**config.mk**
```make
export PLATFORM = sky130hd
export DESIGN_NAME = sgpa_front_flat
export DESIGN_NICKNAME = d
export VERILOG_FILES = /design/src/rtl/sgpa_pkg.sv /design/src/rtl/sgpa_in_if.sv /design/src/rtl/sgpa_front.sv /design/src/flat_wrapper.sv
export SDC_FILE = /design/constraint.sdc
export NUM_CORES = 1
export LEC_CHECK = 0
export BUFFER_PORTS_ARGS = -buffer_cell sky130_fd_sc_hd__buf_2
export CORE_UTILIZATION = 41
export DETAILED_ROUTE_END_ITERATION = 16
export PLACE_DENSITY = 0.88
export SLEW_MARGIN = 20
export SYNTH_ARGS = -nofsm -noshare
export SYNTH_HDL_FRONTEND = slang
export SYNTH_SLANG_ARGS = --single-unit
```
**constraint.sdc**
```tcl
create_clock -name clk -period 4.18 [get_ports clk]
set_input_delay 0.418 -clock clk [delete_from_list [all_inputs] [get_ports clk]]
set_output_delay 0.418 -clock clk [all_outputs]
set_load 0.01 [all_outputs]
```
**src/rtl/sgpa_pkg.sv**
```systemverilog
// Package for the staggered-grid particle advection block.
// Item, configuration and kind types, grid geometry constants, fixed-point helpers.
// No dependencies.
package sgpa_pkg;

	localparam int GRID_BITS  = 6;
	localparam int IDX_BITS   = 10;
	localparam int BANK_AW    = 2 * (GRID_BITS - 1);
	localparam int BANK_DEPTH = 1 << BANK_AW;
	localparam int GRID_MAX   = (1 << GRID_BITS) - 1;

	// divider: 6 integer and 16 fraction quotient bits
	localparam int FW = 16;
	localparam int QW = GRID_BITS + FW;

	localparam logic [FW:0] ONE_Q = 17'h10000;

	localparam int FIFO_DEPTH = 4;
	localparam int FIFO_AW    = 2;

	localparam int APB_AW = 5;

	localparam logic [1:0] FUNC_WR_U   = 2'd0;
	localparam logic [1:0] FUNC_WR_V   = 2'd1;
	localparam logic [1:0] FUNC_ADVECT = 2'd2;

	localparam logic [2:0] REG_TIME_STEP   = 3'd0;
	localparam logic [2:0] REG_CELL_WIDTH  = 3'd1;
	localparam logic [2:0] REG_CELL_HEIGHT = 3'd2;
	localparam logic [2:0] REG_SEED_X      = 3'd3;
	localparam logic [2:0] REG_SEED_Y      = 3'd4;
	localparam logic [2:0] REG_SEED_STEP_X = 3'd5;
	localparam logic [2:0] REG_SEED_STEP_Y = 3'd6;

	typedef enum logic [1:0] {
		KIND_WR_U   = 2'd0,
		KIND_WR_V   = 2'd1,
		KIND_ADVECT = 2'd2
	} kind_t;

	typedef struct packed {
		kind_t                 kind;
		logic [GRID_BITS-1:0]  column;
		logic [GRID_BITS-1:0]  grid_row;
		logic signed [31:0]    velocity;
		logic signed [31:0]    pos_x;
		logic signed [31:0]    pos_y;
		logic [IDX_BITS-1:0]   particle_index;
	} item_t;

	// dx/dy already have zero replaced by one LSB
	typedef struct packed {
		logic [30:0]        time_step;
		logic [30:0]        dx;
		logic [30:0]        dy;
		logic signed [31:0] seed_x;
		logic signed [31:0] seed_y;
		logic signed [31:0] seed_step_x;
		logic signed [31:0] seed_step_y;
	} cfg_t;

	function automatic logic signed [31:0] sat32(input logic signed [63:0] v);
		logic signed [31:0] r;
		if (v > 64'sd2147483647)
			r = 32'sh7fffffff;
		else if (v < -64'sd2147483648)
			r = 32'sh80000000;
		else
			r = v[31:0];
		return r;
	endfunction

	// round half up to Q16.16
	function automatic logic signed [63:0] rnd16(input logic signed [63:0] v);
		logic signed [63:0] t;
		t = v + 64'sd32768;
		return t >>> 16;
	endfunction

	// a*(1-f) + b*f, unscaled by 2^16
	function automatic logic signed [51:0] lerp(input logic signed [31:0] a,
		input logic signed [31:0] b, input logic [FW:0] f);
		logic signed [32:0] diff;
		logic signed [51:0] r;
		diff = 33'(b) - 33'(a);
		r = (52'(a) <<< 16) + 52'(diff * $signed({1'b0, f}));
		return r;
	endfunction

endpackage

```
**src/rtl/sgpa_in_if.sv**
```systemverilog
// Input item channel of the particle advection block.
// Depends on sgpa_pkg for field widths.
interface sgpa_in_if;
	import sgpa_pkg::*;
	logic                       valid;
	logic                       ready;
	logic [1:0]                 func;
	logic [GRID_BITS-1:0]       column;
	logic [GRID_BITS-1:0]       grid_row;
	logic signed [31:0]         velocity;
	logic signed [31:0]         pos_x;
	logic signed [31:0]         pos_y;
	logic [IDX_BITS-1:0]        particle_index;

	modport source(output valid, func, column, grid_row, velocity, pos_x, pos_y,
		particle_index, input ready);
	modport sink(input valid, func, column, grid_row, velocity, pos_x, pos_y,
		particle_index, output ready);
endinterface

```
**src/rtl/sgpa_front.sv**
```systemverilog
// Front end: accepts input beats, classifies func, drops unused codes.
// Depends on sgpa_pkg and sgpa_in_if.
module sgpa_front (
	input  logic            clk,
	input  logic            arst_n,
	sgpa_in_if.sink         in_ch,
	input  logic            full,
	output logic            push,
	output sgpa_pkg::item_t item
);
	import sgpa_pkg::*;

	logic  vld_q;
	item_t item_q;
	logic  keep;
	kind_t kind;
	logic  acc;

	always_comb begin
		keep = 1'b1;
		kind = KIND_ADVECT;
		unique case (in_ch.func)
			FUNC_WR_U:   kind = KIND_WR_U;
			FUNC_WR_V:   kind = KIND_WR_V;
			FUNC_ADVECT: kind = KIND_ADVECT;
			default:     keep = 1'b0;
		endcase
	end

	assign push        = vld_q && !full;
	assign in_ch.ready = !vld_q || !full;
	assign acc         = in_ch.valid && in_ch.ready;
	assign item        = item_q;

	always_ff @(posedge clk or negedge arst_n) begin
		if (!arst_n) begin
			vld_q <= 1'b0;
		end else begin
			if (push)
				vld_q <= 1'b0;
			if (acc && keep)
				vld_q <= 1'b1;
		end
	end

	always_ff @(posedge clk) begin
		if (acc) begin
			item_q.kind           <= kind;
			item_q.column         <= in_ch.column;
			item_q.grid_row       <= in_ch.grid_row;
			item_q.velocity       <= in_ch.velocity;
			item_q.pos_x          <= in_ch.pos_x;
			item_q.pos_y          <= in_ch.pos_y;
			item_q.particle_index <= in_ch.particle_index;
		end
	end
endmodule

```
**src/flat_wrapper.sv**
```systemverilog
// flat-port wrapper written by rule: the top's interface ports become plain ports
module sgpa_front_flat import sgpa_pkg::*;
  (clk, arst_n, full, push, item, in_ch_valid, in_ch_func, in_ch_column, in_ch_grid_row, in_ch_velocity, in_ch_pos_x, in_ch_pos_y, in_ch_particle_index, in_ch_ready);
  sgpa_in_if in_ch_i ();
  input  logic clk;
  input  logic arst_n;
  input  logic full;
  output logic push;
  output sgpa_pkg::item_t item;
  input wire logic [$bits(in_ch_i.valid)-1:0] in_ch_valid;
  input wire logic [$bits(in_ch_i.func)-1:0] in_ch_func;
  input wire logic [$bits(in_ch_i.column)-1:0] in_ch_column;
  input wire logic [$bits(in_ch_i.grid_row)-1:0] in_ch_grid_row;
  input wire logic [$bits(in_ch_i.velocity)-1:0] in_ch_velocity;
  input wire logic [$bits(in_ch_i.pos_x)-1:0] in_ch_pos_x;
  input wire logic [$bits(in_ch_i.pos_y)-1:0] in_ch_pos_y;
  input wire logic [$bits(in_ch_i.particle_index)-1:0] in_ch_particle_index;
  output wire logic [$bits(in_ch_i.ready)-1:0] in_ch_ready;
  assign in_ch_i.valid = in_ch_valid;
  assign in_ch_i.func = in_ch_func;
  assign in_ch_i.column = in_ch_column;
  assign in_ch_i.grid_row = in_ch_grid_row;
  assign in_ch_i.velocity = in_ch_velocity;
  assign in_ch_i.pos_x = in_ch_pos_x;
  assign in_ch_i.pos_y = in_ch_pos_y;
  assign in_ch_i.particle_index = in_ch_particle_index;
  assign in_ch_ready = in_ch_i.ready;
  sgpa_front u_core (.clk(clk), .arst_n(arst_n), .in_ch(in_ch_i), .full(full), .push(push), .item(item));
endmodule
```
* Yosys cells after proc, flatten, opt, wreduce, memory -nomap -nowiden
Cells that the tools add are included.
** Storage, ports and cells
- Register bits after elaboration :: 121
- Input port bits :: 124
- Output and inout port bits :: 122
- Logic and storage cells :: 23
** Operators by class
- Equality and inequality tests :: 2
- Multiplexer cells :: 4
- Reduce and logical (&&, ||, !) cells :: 9
** Operators with widths (count)
- case mux 2 bit (2 select lines) :: 1
- logical AND 1 bit :: 3
- two-way mux 1 bit :: 3
- OR reduction 3 bit :: 1
- == test 2 x 1 -> 1 bit (second input constant) :: 1
- == test 2 bit (second input constant) :: 1
- logical NOT 1 bit :: 2
- logical NOT 2 bit :: 1
- nonzero test 2 bit :: 1
- logical OR 1 bit :: 1

* Depth between registers and ports, before layout
- Word-level depth :: 5
- Mapped depth :: 2
- Depth with buffers taken out :: 2

* Worst setup path before layout
OpenSTA, ideal clock, no wires.
- Path kind :: input port to flip-flop
- Start :: in full
- End :: reg u_core.item_q, in the netlist u_core.item[0] (enable)
- Library setup time :: 0.494 ns
- Arrival time :: 3.328 ns
- Required time :: 3.686 ns
- Setup slack :: 0.358 ns
- Cell stages on the path :: 2
- Buffers on the path :: 0
- Cells stage by stage :: nand2_1 > and2_1
** On the way
- Longest elaborated chain between the ends :: 3
** Ends and longest elaborated chain
- start, declared :: line flat_wrapper.sv:7 : input logic full;
- logical NOT 1 bit :: line sgpa_front.sv:31 : assign in_ch.ready = !vld_q || !full;
- logical OR 1 bit :: line sgpa_front.sv:31
- logical AND 1 bit :: line sgpa_front.sv:32 : assign acc = in_ch.valid && in_ch.ready;
- via u_core.acc :: line sgpa_front.sv:17 : logic acc;
- end, declared :: line sgpa_front.sv:14 : item_t item_q;
The timed path passes the listed nets, and every way through them passes these cells.
A chain may end at the register's enable or synchronous reset.

* Worst setup path after layout
- Start :: reg u_core.vld_q
- End :: reg u_core.item_q, in the netlist u_core.item[52] (enable)
** On the way
- Longest elaborated chain between the ends :: 3
** Ends and longest elaborated chain
- start, declared :: line sgpa_front.sv:13 : logic vld_q;
- start signal, assigned :: line sgpa_front.sv:37 : vld_q <= 1'b0;
- start signal, assigned :: line sgpa_front.sv:40 : vld_q <= 1'b0;
- start signal, assigned :: line sgpa_front.sv:42 : vld_q <= 1'b1;
- logical NOT 1 bit :: line sgpa_front.sv:31
- logical OR 1 bit :: line sgpa_front.sv:31
- logical AND 1 bit :: line sgpa_front.sv:32
- via u_core.acc :: line sgpa_front.sv:17
The timed path passes the listed nets, and every way through them passes these cells.

==> results.toml <==
[detailed_routing]
ant_nets = 0
vias = 2285
wl_mm = 8.24
drc_errors = 0
drt-vias-per-instance = 4.45
drt_iter0_drc = 49
first_pass_iters = 4
wl_per_cell_um = 16.0

[finish]
nets = 518
fillers = 623
multiInputGateArea_um2 = 41.3
drive_gt1_share_pct = 68.2
antenna_cells = 0
final_cells = 514
area_growth_pct = 54.6
seq_area_um2 = 3630

[setup_path]
path_class = "flip-flop to flip-flop"
end_kind = "flip-flop"
timing.rr.end = "u_core.item[52]"
cp-endpoint = "u_core.item[52]"
arrival_ns = 2.13
reg2reg_depth = 3
critPathRequiredTime_ns = 4.32
startpoint_type = "flip-flop"
worstPathMaxFanout = 52
crit_path_start = "u_core.vld_q"
r2r_start = "u_core.vld_q"
rrSetupSlack_ns = 2.19

[die]
initial_core_util_pct = 42.3
coreArea_um2 = 8680
io_pins = 246
die_y_um = 96.6
die_area_um2 = 9340
rows = 34
die_x_um = 96.6

[logic_synthesis]
ys_warn_count = 0
synth-seq-cells = 121
yosys.area.top_type_share_pct = 98.2
syn_area_um2 = 3670
synthArstFlopShare_pct = 0.826
synth_area_leaders = "edfxtp_1 98%, dfrtp_1 0.68%, a22o_1 0.24%"
synth.avg_cell_area_um2 = 28.7
synth_common_cells = "120 x edfxtp_1, 2 x nand2_1"
yosys.area.top_type = "edfxtp_1"
synth_edf_count = 120
syn_nets = 252
netlist-cell-type-count = 8
synth.most_common_cell = "edfxtp_1"
synth_cells = 128
ys.flop_type = "edfxtp_1"
synth_seq_area_share_pct = 98.8

[power]
p_per_area_nw_per_um2 = 555
leakagePower_nw = 2.46
irDropWorstVdd_uv = 382
power_mw = 3.15

[global_routing]
first_global_vias = 2339
grt_usage_pct = 18.0
grt-ovfl-total = 0
grt_pass1_wl_mm = 12.1
antenna_found_initial = 0
grt_max_degree = 53

[sta]
relSlewSlack_pct = 55.2
fmax_ghz = 0.502
rsz0062_at_grt = "no"
skew_ns = 0.00963
finalSetupViolations = 0
setup_tns_ns = 0
hold_viol_final = 0
period_needed_ns = 1.99
slew_violations = 0
worstMarginPinSlew_ns = 0.672
period_share_pct = 47.6

[clocking]
htreeDepth = 4
cts_buffers = 17
cts_sinks = 121
cts_tree = "done"
path_clk_slew_ns = 0.06
cts_root_buf = "clkbuf_8"
clkLatencyLatePin_ns = 0.50
postCtsResizedCells = 0
clockBufferDepth = 2

[placed_design]
place_inst = 482
place_congestion = 0.769
io_buffers = 245

[outcome]
status = "completed"

[worst_hold_path]
hold_path.class = "input pin to flip-flop"

[flow_run]
maxCapViolations = 0
==> registers in the layout (all words and copies together) (netlist names) <==
signal,cells
u_core.item,120
u_core.vld_q,1
==> report_power, final <==
group          leakage, nW  internal [mW]  switching (mW)
Sequential            1.16           1.42          0.0185
Combinational         1.00         0.0884           0.111
Clock                0.300           1.02           0.490
Total                 2.46           2.53           0.620
==> cell type report <==
| type | count | area share, % |
|---|---|---|
| well taps | 108 | 2.38 |
| repair buffers | 248 | 22.0 |
| clock buffers | 17 | 7.30 |
| clock inverters | 14 | 3.62 |
| flip-flops and latches | 121 | 63.9 |
| multi-input cells | 6 | 0.728 |
==> worst min-delay path by stage <==
stage                             startpoint              end  cells after the start
after detailed placement              arst_n     u_core.vld_q                      1
after floorplan                       arst_n     u_core.vld_q                      0
after global routing      in_ch_velocity[13]  u_core.item[87]                      1
after CTS                     in_ch_pos_x[1]  u_core.item[43]                      1
after global placement                arst_n     u_core.vld_q                      1
final                         in_ch_pos_x[1]  u_core.item[43]                      1
==> layout by cell type, fill, tap and decap left out <==
cell type and n:
a22o_1 1, and2b_2 1, buf_2 245, clkbuf_8 1, dfrtp_1 1, clkinv_4 3
clkinv_2 2, dlygate4sd3_1 1, clkbuf_16 16, buf_4 2, edfxtp_1 120, nand2_1 2
and2_4 1, clkinv_1 3, bufinv_16 5, clkinvlp_4 1, and2b_1 1
==> cells by family after synthesis <==
logic type             synth area share (%)
AO/OA/AOI/OAI                         0.239
buffers and inverters                 0.102
AND/OR/NAND/NOR                       0.818
flip-flops                             98.8
==> worst max-delay path, stage by stage, from the launching register on <==
cell and delay [ns]:
dfrtp_1 0.40, nand2_1 0.11, and2_4 0.59, buf_4 0.51
==> per-layer routing <==
layer  wire (µm)  part of all wire (%)  vias to the layer above  global-route usage [%]
li1            -                     -                     1053                       -
met2        4430                    54                      147                    31.9
met3         835                    10                       10                    7.88
met5           0                     0                        -                       0
met4         106                   1.3                        0                    8.27
met1        2870                    35                     1075                    18.0
==> what timing repair did <==
action                                 in CTS  in global routing
endpoints found under the hold margin       1                  0
hold buffers                                1                  0
buffers inserted                            0                  0
setup endpoints to repair                   0                  0
==> stage by stage <==
stage / util (%) / worst slack (ns) / hold slack, ns / instance area, µm²
after CTS: 65.4 / 2.18 / 0.0598 / 5680
after detailed placement: 58.1 / 2.06 / 0.202 / 5050
final: 65.4 / 2.19 / 0.0915 / 5680
after floorplan: - / 0.358 / 0.122 / 3670
after global routing: 65.4 / 2.08 / 0.0559 / 5680
after global placement: 58.1 / 2.16 / 0.199 / 5050
Power figures use the tool's default switching activity.
