===== src/rtl/sgpa_pkg.sv =====
// Package for the staggered-grid particle advection block.
// Item, configuration and kind types, grid geometry constants, fixed-point helpers.
// No dependencies.
package sgpa_pkg;

	localparam int GRID_BITS  = 6;
	localparam int IDX_BITS   = 10;
	localparam int BANK_AW    = 2 * (GRID_BITS - 1);
	localparam int BANK_DEPTH = 1 << BANK_AW;
	localparam int GRID_MAX   = (1 << GRID_BITS) - 1;

	// divider: 6 integer and 16 fraction quotient bits
	localparam int FW = 16;
	localparam int QW = GRID_BITS + FW;

	localparam logic [FW:0] ONE_Q = 17'h10000;

	localparam int FIFO_DEPTH = 4;
	localparam int FIFO_AW    = 2;

	localparam int APB_AW = 5;

	localparam logic [1:0] FUNC_WR_U   = 2'd0;
	localparam logic [1:0] FUNC_WR_V   = 2'd1;
	localparam logic [1:0] FUNC_ADVECT = 2'd2;

	localparam logic [2:0] REG_TIME_STEP   = 3'd0;
	localparam logic [2:0] REG_CELL_WIDTH  = 3'd1;
	localparam logic [2:0] REG_CELL_HEIGHT = 3'd2;
	localparam logic [2:0] REG_SEED_X      = 3'd3;
	localparam logic [2:0] REG_SEED_Y      = 3'd4;
	localparam logic [2:0] REG_SEED_STEP_X = 3'd5;
	localparam logic [2:0] REG_SEED_STEP_Y = 3'd6;

	typedef enum logic [1:0] {
		KIND_WR_U   = 2'd0,
		KIND_WR_V   = 2'd1,
		KIND_ADVECT = 2'd2
	} kind_t;

	typedef struct packed {
		kind_t                 kind;
		logic [GRID_BITS-1:0]  column;
		logic [GRID_BITS-1:0]  grid_row;
		logic signed [31:0]    velocity;
		logic signed [31:0]    pos_x;
		logic signed [31:0]    pos_y;
		logic [IDX_BITS-1:0]   particle_index;
	} item_t;

	// dx/dy already have zero replaced by one LSB
	typedef struct packed {
		logic [30:0]        time_step;
		logic [30:0]        dx;
		logic [30:0]        dy;
		logic signed [31:0] seed_x;
		logic signed [31:0] seed_y;
		logic signed [31:0] seed_step_x;
		logic signed [31:0] seed_step_y;
	} cfg_t;

	function automatic logic signed [31:0] sat32(input logic signed [63:0] v);
		logic signed [31:0] r;
		if (v > 64'sd2147483647)
			r = 32'sh7fffffff;
		else if (v < -64'sd2147483648)
			r = 32'sh80000000;
		else
			r = v[31:0];
		return r;
	endfunction

	// round half up to Q16.16
	function automatic logic signed [63:0] rnd16(input logic signed [63:0] v);
		logic signed [63:0] t;
		t = v + 64'sd32768;
		return t >>> 16;
	endfunction

	// a*(1-f) + b*f, unscaled by 2^16
	function automatic logic signed [51:0] lerp(input logic signed [31:0] a,
		input logic signed [31:0] b, input logic [FW:0] f);
		logic signed [32:0] diff;
		logic signed [51:0] r;
		diff = 33'(b) - 33'(a);
		r = (52'(a) <<< 16) + 52'(diff * $signed({1'b0, f}));
		return r;
	endfunction

endpackage


===== src/rtl/sgpa_fifo.sv =====
// Short item queue between front and back ends.
// Depends on sgpa_pkg.
module sgpa_fifo (
	input  logic            clk,
	input  logic            arst_n,
	input  logic            push,
	input  sgpa_pkg::item_t din,
	output logic            full,
	input  logic            pop,
	output sgpa_pkg::item_t dout,
	output logic            empty
);
	import sgpa_pkg::*;

	item_t              mem_q [FIFO_DEPTH];
	logic [FIFO_AW-1:0] wp_q, rp_q;
	logic [FIFO_AW:0]   cnt_q;

	assign full  = (cnt_q == (FIFO_AW+1)'(FIFO_DEPTH));
	assign empty = (cnt_q == '0);
	assign dout  = mem_q[rp_q];

	always_ff @(posedge clk or negedge arst_n) begin
		if (!arst_n) begin
			wp_q  <= '0;
			rp_q  <= '0;
			cnt_q <= '0;
		end else begin
			if (push)
				wp_q <= wp_q + 1'b1;
			if (pop)
				rp_q <= rp_q + 1'b1;
			if (push && !pop)
				cnt_q <= cnt_q + 1'b1;
			else if (pop && !push)
				cnt_q <= cnt_q - 1'b1;
		end
	end

	always_ff @(posedge clk) begin
		if (push)
			mem_q[wp_q] <= din;
	end
endmodule


===== config.mk =====
export PLATFORM = sky130hd
export DESIGN_NAME = sgpa_fifo
export DESIGN_NICKNAME = d
export VERILOG_FILES = /design/src/rtl/sgpa_pkg.sv /design/src/rtl/sgpa_fifo.sv
export SDC_FILE = /design/constraint.sdc
export NUM_CORES = 1
export LEC_CHECK = 0
export BUFFER_PORTS_ARGS = -buffer_cell sky130_fd_sc_hd__buf_2
export CAP_MARGIN = 5
export CORE_MARGIN = 2
export CORE_UTILIZATION = 37
export DETAILED_ROUTE_END_ITERATION = 8
export HOLD_SLACK_MARGIN = 0.12
export PLACE_DENSITY = 0.61
export SLEW_MARGIN = 20
export SYNTH_ARGS = -nofsm -noshare
export SYNTH_HDL_FRONTEND = slang
export SYNTH_SLANG_ARGS = --single-unit
export TNS_END_PERCENT = 1

===== constraint.sdc =====
create_clock -name clk -period 4.95 [get_ports clk]
set_clock_uncertainty 0.05 [all_clocks]
set_input_delay 0.495 -clock clk [delete_from_list [all_inputs] [get_ports clk]]
set_output_delay 0.495 -clock clk [all_outputs]
set_load 0.005 [all_outputs]

* Yosys cells after proc, flatten, opt, wreduce, memory -nomap -nowiden
Memory sizes are Yosys's and may differ from the RTL's.
Index checks and enable logic that the tools add are counted.
** Cells by class
- Add/sub/neg operators :: 4
- Equality and inequality tests :: 1
- Muxes and demuxes :: 4
- Reduce and logical (&&, ||, !) cells :: 6
** Operator list (number)
- $mux W3 :: 2
- $add A2 B1 Y2 const B :: 2
- $add A3 B1 Y3 const B :: 1
- $eq A3 B3 Y1 const B :: 1
- $logic_not A3 Y1 :: 1
- $sub A3 B1 Y3 const B :: 1
- $logic_and A1 B1 Y1 :: 2
- $logic_not A1 Y1 :: 2
- $mux W1 :: 2
- $reduce_bool A2 Y1 :: 1
** Word-level totals
- Register bits after elaboration :: 7
- Memory bits (writable) :: 480
- Logic and storage cells :: 19
- Memories :: 1
** Memory list
- mem_q :: depth 4, width 120, read ports 1, clocked after memory_dff 0, wr ports 1, line sgpa_fifo.sv:15 : item_t mem_q [FIFO_DEPTH];

* Longest topological paths before layout
Gate-level depths: netlist of run 1.
- Depth in word-level cells :: 4
- Gate-level depth with buffers :: 7
- Mapped depth without buffers :: 7

* Least setup slack after synthesis of run 1
OpenSTA, ideal clock, no wires.
- Path kind :: reg-to-reg
- Start point :: register wp_q[0]
- End point :: memory mem_q[2][0] in the netlist's numbering, enable pin
- Arrival :: 3374 ps
- Data required time :: 4407 ps
- Slack :: 1033 ps
- Cell stages (with the launch flop) :: 4
- Path buffers :: 0
- Clock period less this slack :: 3917 ps
- Cell sequence :: dfrtp_1 > inv_1 > ha_1 > and2_1
** RTL lines
- start: declaration :: line sgpa_fifo.sv:16 : logic [FIFO_AW-1:0] wp_q, rp_q;
- start signal: assignment :: line sgpa_fifo.sv:30 : wp_q <= wp_q + 1'b1;
- end: declaration :: line sgpa_fifo.sv:15
No word-level cell before the write port.

==> results of run 1 <==
-- power groups by stage --
stage	Sequential, mW	Combinational [mW]	Clock, mW
after detailed placement	5.84	3.27	0
after floorplan	5.67	2.19	0
after global routing	5.82	3.53	3.94
after CTS	5.76	3.36	3.79
final	5.74	3.24	3.67
after global placement	5.80	3.26	0
-- path summary, 6_finish.rpt --
path | start | cells past startpoint | slack [ns] | end
worst max-delay path | rp_q[0] | 3 | 1.70 | dout[39]
worst min-delay path | push | 2 | 0.19 | wp_q[0]
worst max register to register | wp_q[0] | 4 | 2.61 | mem_q[0][46]
worst min register to register | cnt_q[2] | 1 | 0.45 | cnt_q[2]
max in group asynchronous | arst_n | 2 | 4.42 | rp_q[1]
min in group asynchronous | arst_n | 2 | 0.25 | rp_q[0]
-- registers in the layout, summed over array words and instances, names as in the netlist --
| signal | count |
|---|---|
| cnt_q | 3 |
| mem_q | 480 |
| rp_q | 2 |
| wp_q | 2 |
-- cells in the mapped netlist, drive strengths merged --
cell | number | area share
mux2 | 1 | 0.00063
buf | 26 | 0.015
clkbuf | 1 | 0.00021
edfxtp | 480 | 0.81
dfrtp | 7 | 0.0098
nor3b | 1 | 0.00042
mux4 | 120 | 0.15
o21ai | 1 | 0.00028
xor2 | 4 | 0.0020
nor3 | 1 | 0.00028
nor2 | 1 | 0.00021
fa | 1 | 0.0011
xnor2 | 2 | 0.00099
nand2 | 2 | 0.00042
ha | 5 | 0.0035
inv | 4 | 0.00084
and2 | 4 | 0.0014
-- metrics by stage --
stage	setup WS [ns]	hold slack, ns
after global placement	2.229	0.2921
after detailed placement	2.221	0.2969
final	1.698	0.1942
after CTS	1.573	0.1464
after floorplan	1.033	0.1494
after global routing	1.489	0.1771
-- cell type report --
type                       instances  area [um2]  area share
inverter                           4       15.01   0.0006669
clock buffer                      72        1418     0.06297
multi-input combinational        143        2913      0.1294
clock inverter                    19       193.9    0.008614
antenna                            2       5.005   0.0002223
sequential                       487       14600      0.6484
timing repair buffer             376        2603      0.1156
tap                              615       769.5     0.03418
-- cells by family after synthesis --
| group | after synthesis | synth area share |
|---|---|---|
| muxes | 121 | 0.1526 |
| buffers and inverters | 31 | 0.01646 |
| AOI/OAI and AO/OA | 1 | 0.0002811 |
| and+or+nand+nor | 9 | 0.002743 |
| adders and majority gates | 6 | 0.004643 |
| xor gates and xnor gates | 6 | 0.002955 |
| DFF | 487 | 0.8203 |
-- layer usage --
metal | up-vias | wire, um | GRT usage
met3 | 60 | 2117 | 0.03991
met1 | 4395 | 15270 | 0.1898
li1 | 3670 | - | -
met5 | - | 13 | 0
met2 | 219 | 17150 | 0.2317
met4 | 2 | 768 | 0.03962
-- what timing repair did --
action                    in CTS  in global routing
hold buffers                 122                  0
hold endpoints to repair     488                  0
gates resized for setup        0                  0
-- worst reg2reg max path: cells and delay by family (launching register included) --
family	cells	cell delay [ns]
fa+ha+maj	1	0.14
buf+inv	2	0.57
flops	1	0.42
simple gates	1	0.69
==> metrics.yaml, run 1 <==
outcome: "finished, final reports clean"
worst_ep_arrival_time_ns: 2.71
cts.htree.levels: 2
post-cts-setup-buffer-count: 0
mostFrequentLayoutCells: "480 x sky130_fd_sc_hd__edfxtp_1, 245 x sky130_fd_sc_hd__buf_2, 122 x sky130_fd_sc_hd__dlygate4sd3_1"
post-route-cell-area_mm2: 0.02251
final_common_cell: "sky130_fd_sc_hd__edfxtp_1"
grt_max_degree: 121
pwr-share-comb: 0.256
clk_root_buffer_cell: "sky130_fd_sc_hd__clkbuf_16"
pin_count: 246
finalNetCount: 1193
wl_mm: 35.31
dr.first_iter.drc_count: 466
crit_path_max_fanout: 51
floorplan.core_area_mm2: 0.04755
total_leakage_power_nw: 7.703
die_width_um: 223.2
post-layout-total-power_mw: 12.64
cap_viol_max_count: 0
worst-path-buf-inv: 2
finalWeightedCongestion: 0.6789
rows: 80
layout-area-overhead-vs-synth_pct: 26.59
fin_crit_ns: 3.252
max_stage_delay_ns: 0.87
p_seq_frac: 0.454
final_max_slew_viol_count: 0
drt.antenna.violating_nets: 0
dpl_cell_area_mm2: 0.01968
worstHoldPathType: "input pin to flip-flop"
cts_tree: "yes"
overall_die_area_mm2: 0.04984
sum_of_overflow_across_all_layers_after_global_routing: 0
synth_seq_cells: 487
final_util: 0.4735
tritoncts_sink_count: 487
insertion_delay_ns: 0.57
internal_power_mw: 9.237
seq_area_frac_synth: 0.8203
detailedPlacementHpwl_mm: 18.96
yosysWarningCount: 0
wl_per_cell_um: 20.55
vias_per_cell: 4.858
layout-drive-gt1-share: 0.4078
critical_path.top_delay_family: "flip-flops"
final-setup-viol-count: 0
syn_area_per_cell_um2: 26.91
final_cells: 1718
detailedRoute.firstPassIterationCount: 4
tns_ns: 0
die_y_um: 223.2
swShare: 0.2695
grt_first_pass_wirelength_mm: 53.67
buffer_ports.inserted: 245
grt_pass1_vias: 9024
cts_buffers: 51
initial_utilization: 0.3741
synthDistinctLibCells: 22
num_vias: 8346
achievable-frequency_ghz: 0.3075
clockBufferDepth: 3
route.detailed.drc: 0
cts.reportedPaths.clkPinSlew_ns: 0.06
worst-endpoint-required_ns: 4.41
n_fill_cell: 3866
slew-limit-headroom: 0.4126
global_route.usage.total: 0.1427
synthesis.instances: 661
placed_cells: 1503
cp-start-kind: "flip-flop"
crit_path_top_delay_cell: "sky130_fd_sc_hd__dfrtp_4"
vdd.ir_drop.worst_v: 0.0004540
grt_setup_unrepaired: "false"
post_syn_nets: 791
final.period_utilization: 0.6570
p_per_area_mw_per_mm2: 561.6
cp_cell_sequence: "buf_12 > mux4_2 > buf_2"
area_of_the_mapped_netlist_mm2: 0.01778
criticalPathCategory: "flip-flop to output port"
timing.critical_path.to_type: "output port"
clock_share_of_power: 0.290
antenna_violations_before_repair: 3
timing_hold_violations_final: 0
net-switching-power_mw: 3.407
tightest_slew_ns: 0.8811
No activity file was read; power rests on OpenSTA's default activity.
==> run 2: changes to the inputs <==
clock period = 3.25 ns   (was 4.95 ns; I/O delays follow)
==> metrics.yaml, run 2 (synthesis results as in run 1) <==
achievable-frequency_ghz: 0.3668
route.detailed.drc: 0  # unchanged
worstHoldPathType: "flip-flop to flip-flop"  # was input pin to flip-flop
final.period_utilization: 0.8389
grt_first_pass_wirelength_mm: 54.37  # was 53.67 mm
final_max_slew_viol_count: 0  # unchanged
timing_hold_violations_final: 0  # unchanged
worst-endpoint-required_ns: 2.87  # was 4.41 ns
detailedPlacementHpwl_mm: 20.98  # was 18.96 mm
criticalPathCategory: "flip-flop to output port"  # unchanged
largest_registers: "mem_q: 480 flops, cnt_q: 3 flops"  # unchanged
detailedRoute.firstPassIterationCount: 4  # unchanged
global_route.usage.total: 0.1446  # was 0.1427
final-setup-viol-count: 0  # unchanged
fin_crit_ns: 2.726
overall_die_area_mm2: 0.04984  # unchanged
cap_viol_max_count: 0  # unchanged
layout-area-overhead-vs-synth_pct: 28.18  # was 26.59%
vdd.ir_drop.worst_v: 0.0004623  # was 0.0004540 V
cts.htree.levels: 2  # unchanged
grt_setup_unrepaired: "false"  # unchanged
initial_utilization: 0.3741  # unchanged
finalNetCount: 1212  # was 1193
rows: 80  # unchanged
die_width_um: 223.2  # unchanged
clockBufferDepth: 3  # unchanged
die_y_um: 223.2  # unchanged
p_per_area_mw_per_mm2: 862.0  # was 561.6 mW/mm2
outcome: "finished, final reports clean"  # unchanged
slew-limit-headroom: 0.6112  # was 0.4126
clk_root_buffer_cell: "sky130_fd_sc_hd__clkbuf_16"  # unchanged
buffer_ports.inserted: 245  # unchanged
vias_per_cell: 4.838  # was 4.858
antenna_violations_before_repair: 2  # was 3
grt_max_degree: 63  # was 121
drt.antenna.violating_nets: 0  # unchanged
gates_resized_cts_repair: 0  # unchanged
grt_pass1_vias: 9279  # was 9024
cts_buffers: 50  # was 51
wl_per_cell_um: 20.46  # was 20.55 um
wl_mm: 35.52  # was 35.31 mm
final_common_cell: "sky130_fd_sc_hd__edfxtp_1"  # unchanged
cp-start-kind: "flip-flop"  # unchanged
floorplan.core_area_mm2: 0.04755  # unchanged
tightest_slew_ns: 0.5832  # was 0.8811 ns
tns_ns: 0  # unchanged
max_flop_register: "mem_q"  # unchanged
crit_path_max_fanout: 49  # was 51
layout-drive-gt1-share: 0.4205  # was 0.4078
sum_of_overflow_across_all_layers_after_global_routing: 0  # unchanged
finalWeightedCongestion: 0.6999  # was 0.6789
cts.reportedPaths.clkPinSlew_ns: 0.06  # about the same
timing.critical_path.to_type: "output port"  # unchanged
total_leakage_power_nw: 7.863  # was 7.703 nW
largest_register_ff_count: 480  # unchanged
pin_count: 246  # unchanged
dr.first_iter.drc_count: 562  # was 466
num_vias: 8398  # was 8346
cts_tree: "yes"  # unchanged
n_fill_cell: 3850  # was 3866
worst_ep_arrival_time_ns: 2.35  # was 2.71 ns
tritoncts_sink_count: 487  # unchanged
insertion_delay_ns: 0.57  # about the same
final_util: 0.4794  # was 0.4735
mostFrequentLayoutCells: "480 x sky130_fd_sc_hd__edfxtp_1, 245 x sky130_fd_sc_hd__buf_2, 124 x sky130_fd_sc_hd__dlygate4sd3_1"  # was 480 x sky130_fd_sc_hd__edfxtp_1, 245 x sky130_fd_sc_hd__buf_2, 122 x sky130_fd_sc_hd__dlygate4sd3_1
[run 2: changes by cell type in the layout (fill, tap and decap cells not counted), sizes merged]
cell	previous run	this run
inv	4	5
clkbuf	72	64
dlygate4sd3	122	124
clkinv	14	19
diode	2	1
clkinvlp	1	0
bufinv	4	6
buf	254	272
[run 2: worst paths after layout]
path,startpoint,to,slack (ns),cells past startpoint
hold / removal,cnt_q[2],cnt_q[2],0.44,1
setup / recovery,rp_q[0],dout[58],0.52,3
min in group asynchronous,arst_n,cnt_q[2],0.68,3
hold reg to reg,cnt_q[2],cnt_q[2],0.44,1
max in group asynchronous,arst_n,rp_q[0],2.15,3
setup reg to reg,wp_q[0],mem_q[0][98],1.22,4
[run 2: per-layer routing]
metal  global-route usage  up-vias  share of wire
li1                     -     3701              -
met1               0.1833     4383           0.41
met2               0.2418      248           0.50
met3              0.03648       64          0.059
met4              0.05347        2          0.027
met5                    0        -        0.00042
[run 2: area by class of cell]
type,instances,area (um2),area share
tap,615,769.5,0.03376
clock buffer,64,1398,0.06131
timing repair buffer,396,2820,0.1237
inverter,4,15.01,0.0006587
clock inverter,26,281.5,0.01235
multi-input combinational,143,2913,0.1278
antenna,1,2.502,0.0001098
sequential,487,14600,0.6403
[run 2: worst max-delay path, cell delays in order (launching register included)]
cell and delay (ns):
sky130_fd_sc_hd__dfrtp_4 0.57, sky130_fd_sc_hd__buf_12 0.36, sky130_fd_sc_hd__mux4_2 0.60, sky130_fd_sc_hd__buf_2 0.16
[run 2: timing repair]
action | in CTS | in global routing
setup endpoints to repair | 0 | 0
setup buffers | 0 | 0
hold endpoints to repair | 491 | 0
hold buffers | 124 | 0
[run 2: power by group]
part	internal, mW	switching [mW]
clock network	3.50	2.27
registers	8.21	0.382
logic	2.70	2.59
[run 2: through the flow]
step	power [mW]	setup WS, ns	hold slack [ns]	std cells	instance area (um2)
floorplan	11.96	-0.6671	-0.02059	661	17790
global placement	14.05	1.090	0.1302	1521	19870
detailed placement	14.09	1.079	0.1309	1521	19870
CTS	20.06	0.4487	0.4014	1735	22790
global route	20.67	0.3959	0.4335	1735	22790
finish	19.65	0.5237	0.4366	1736	22800
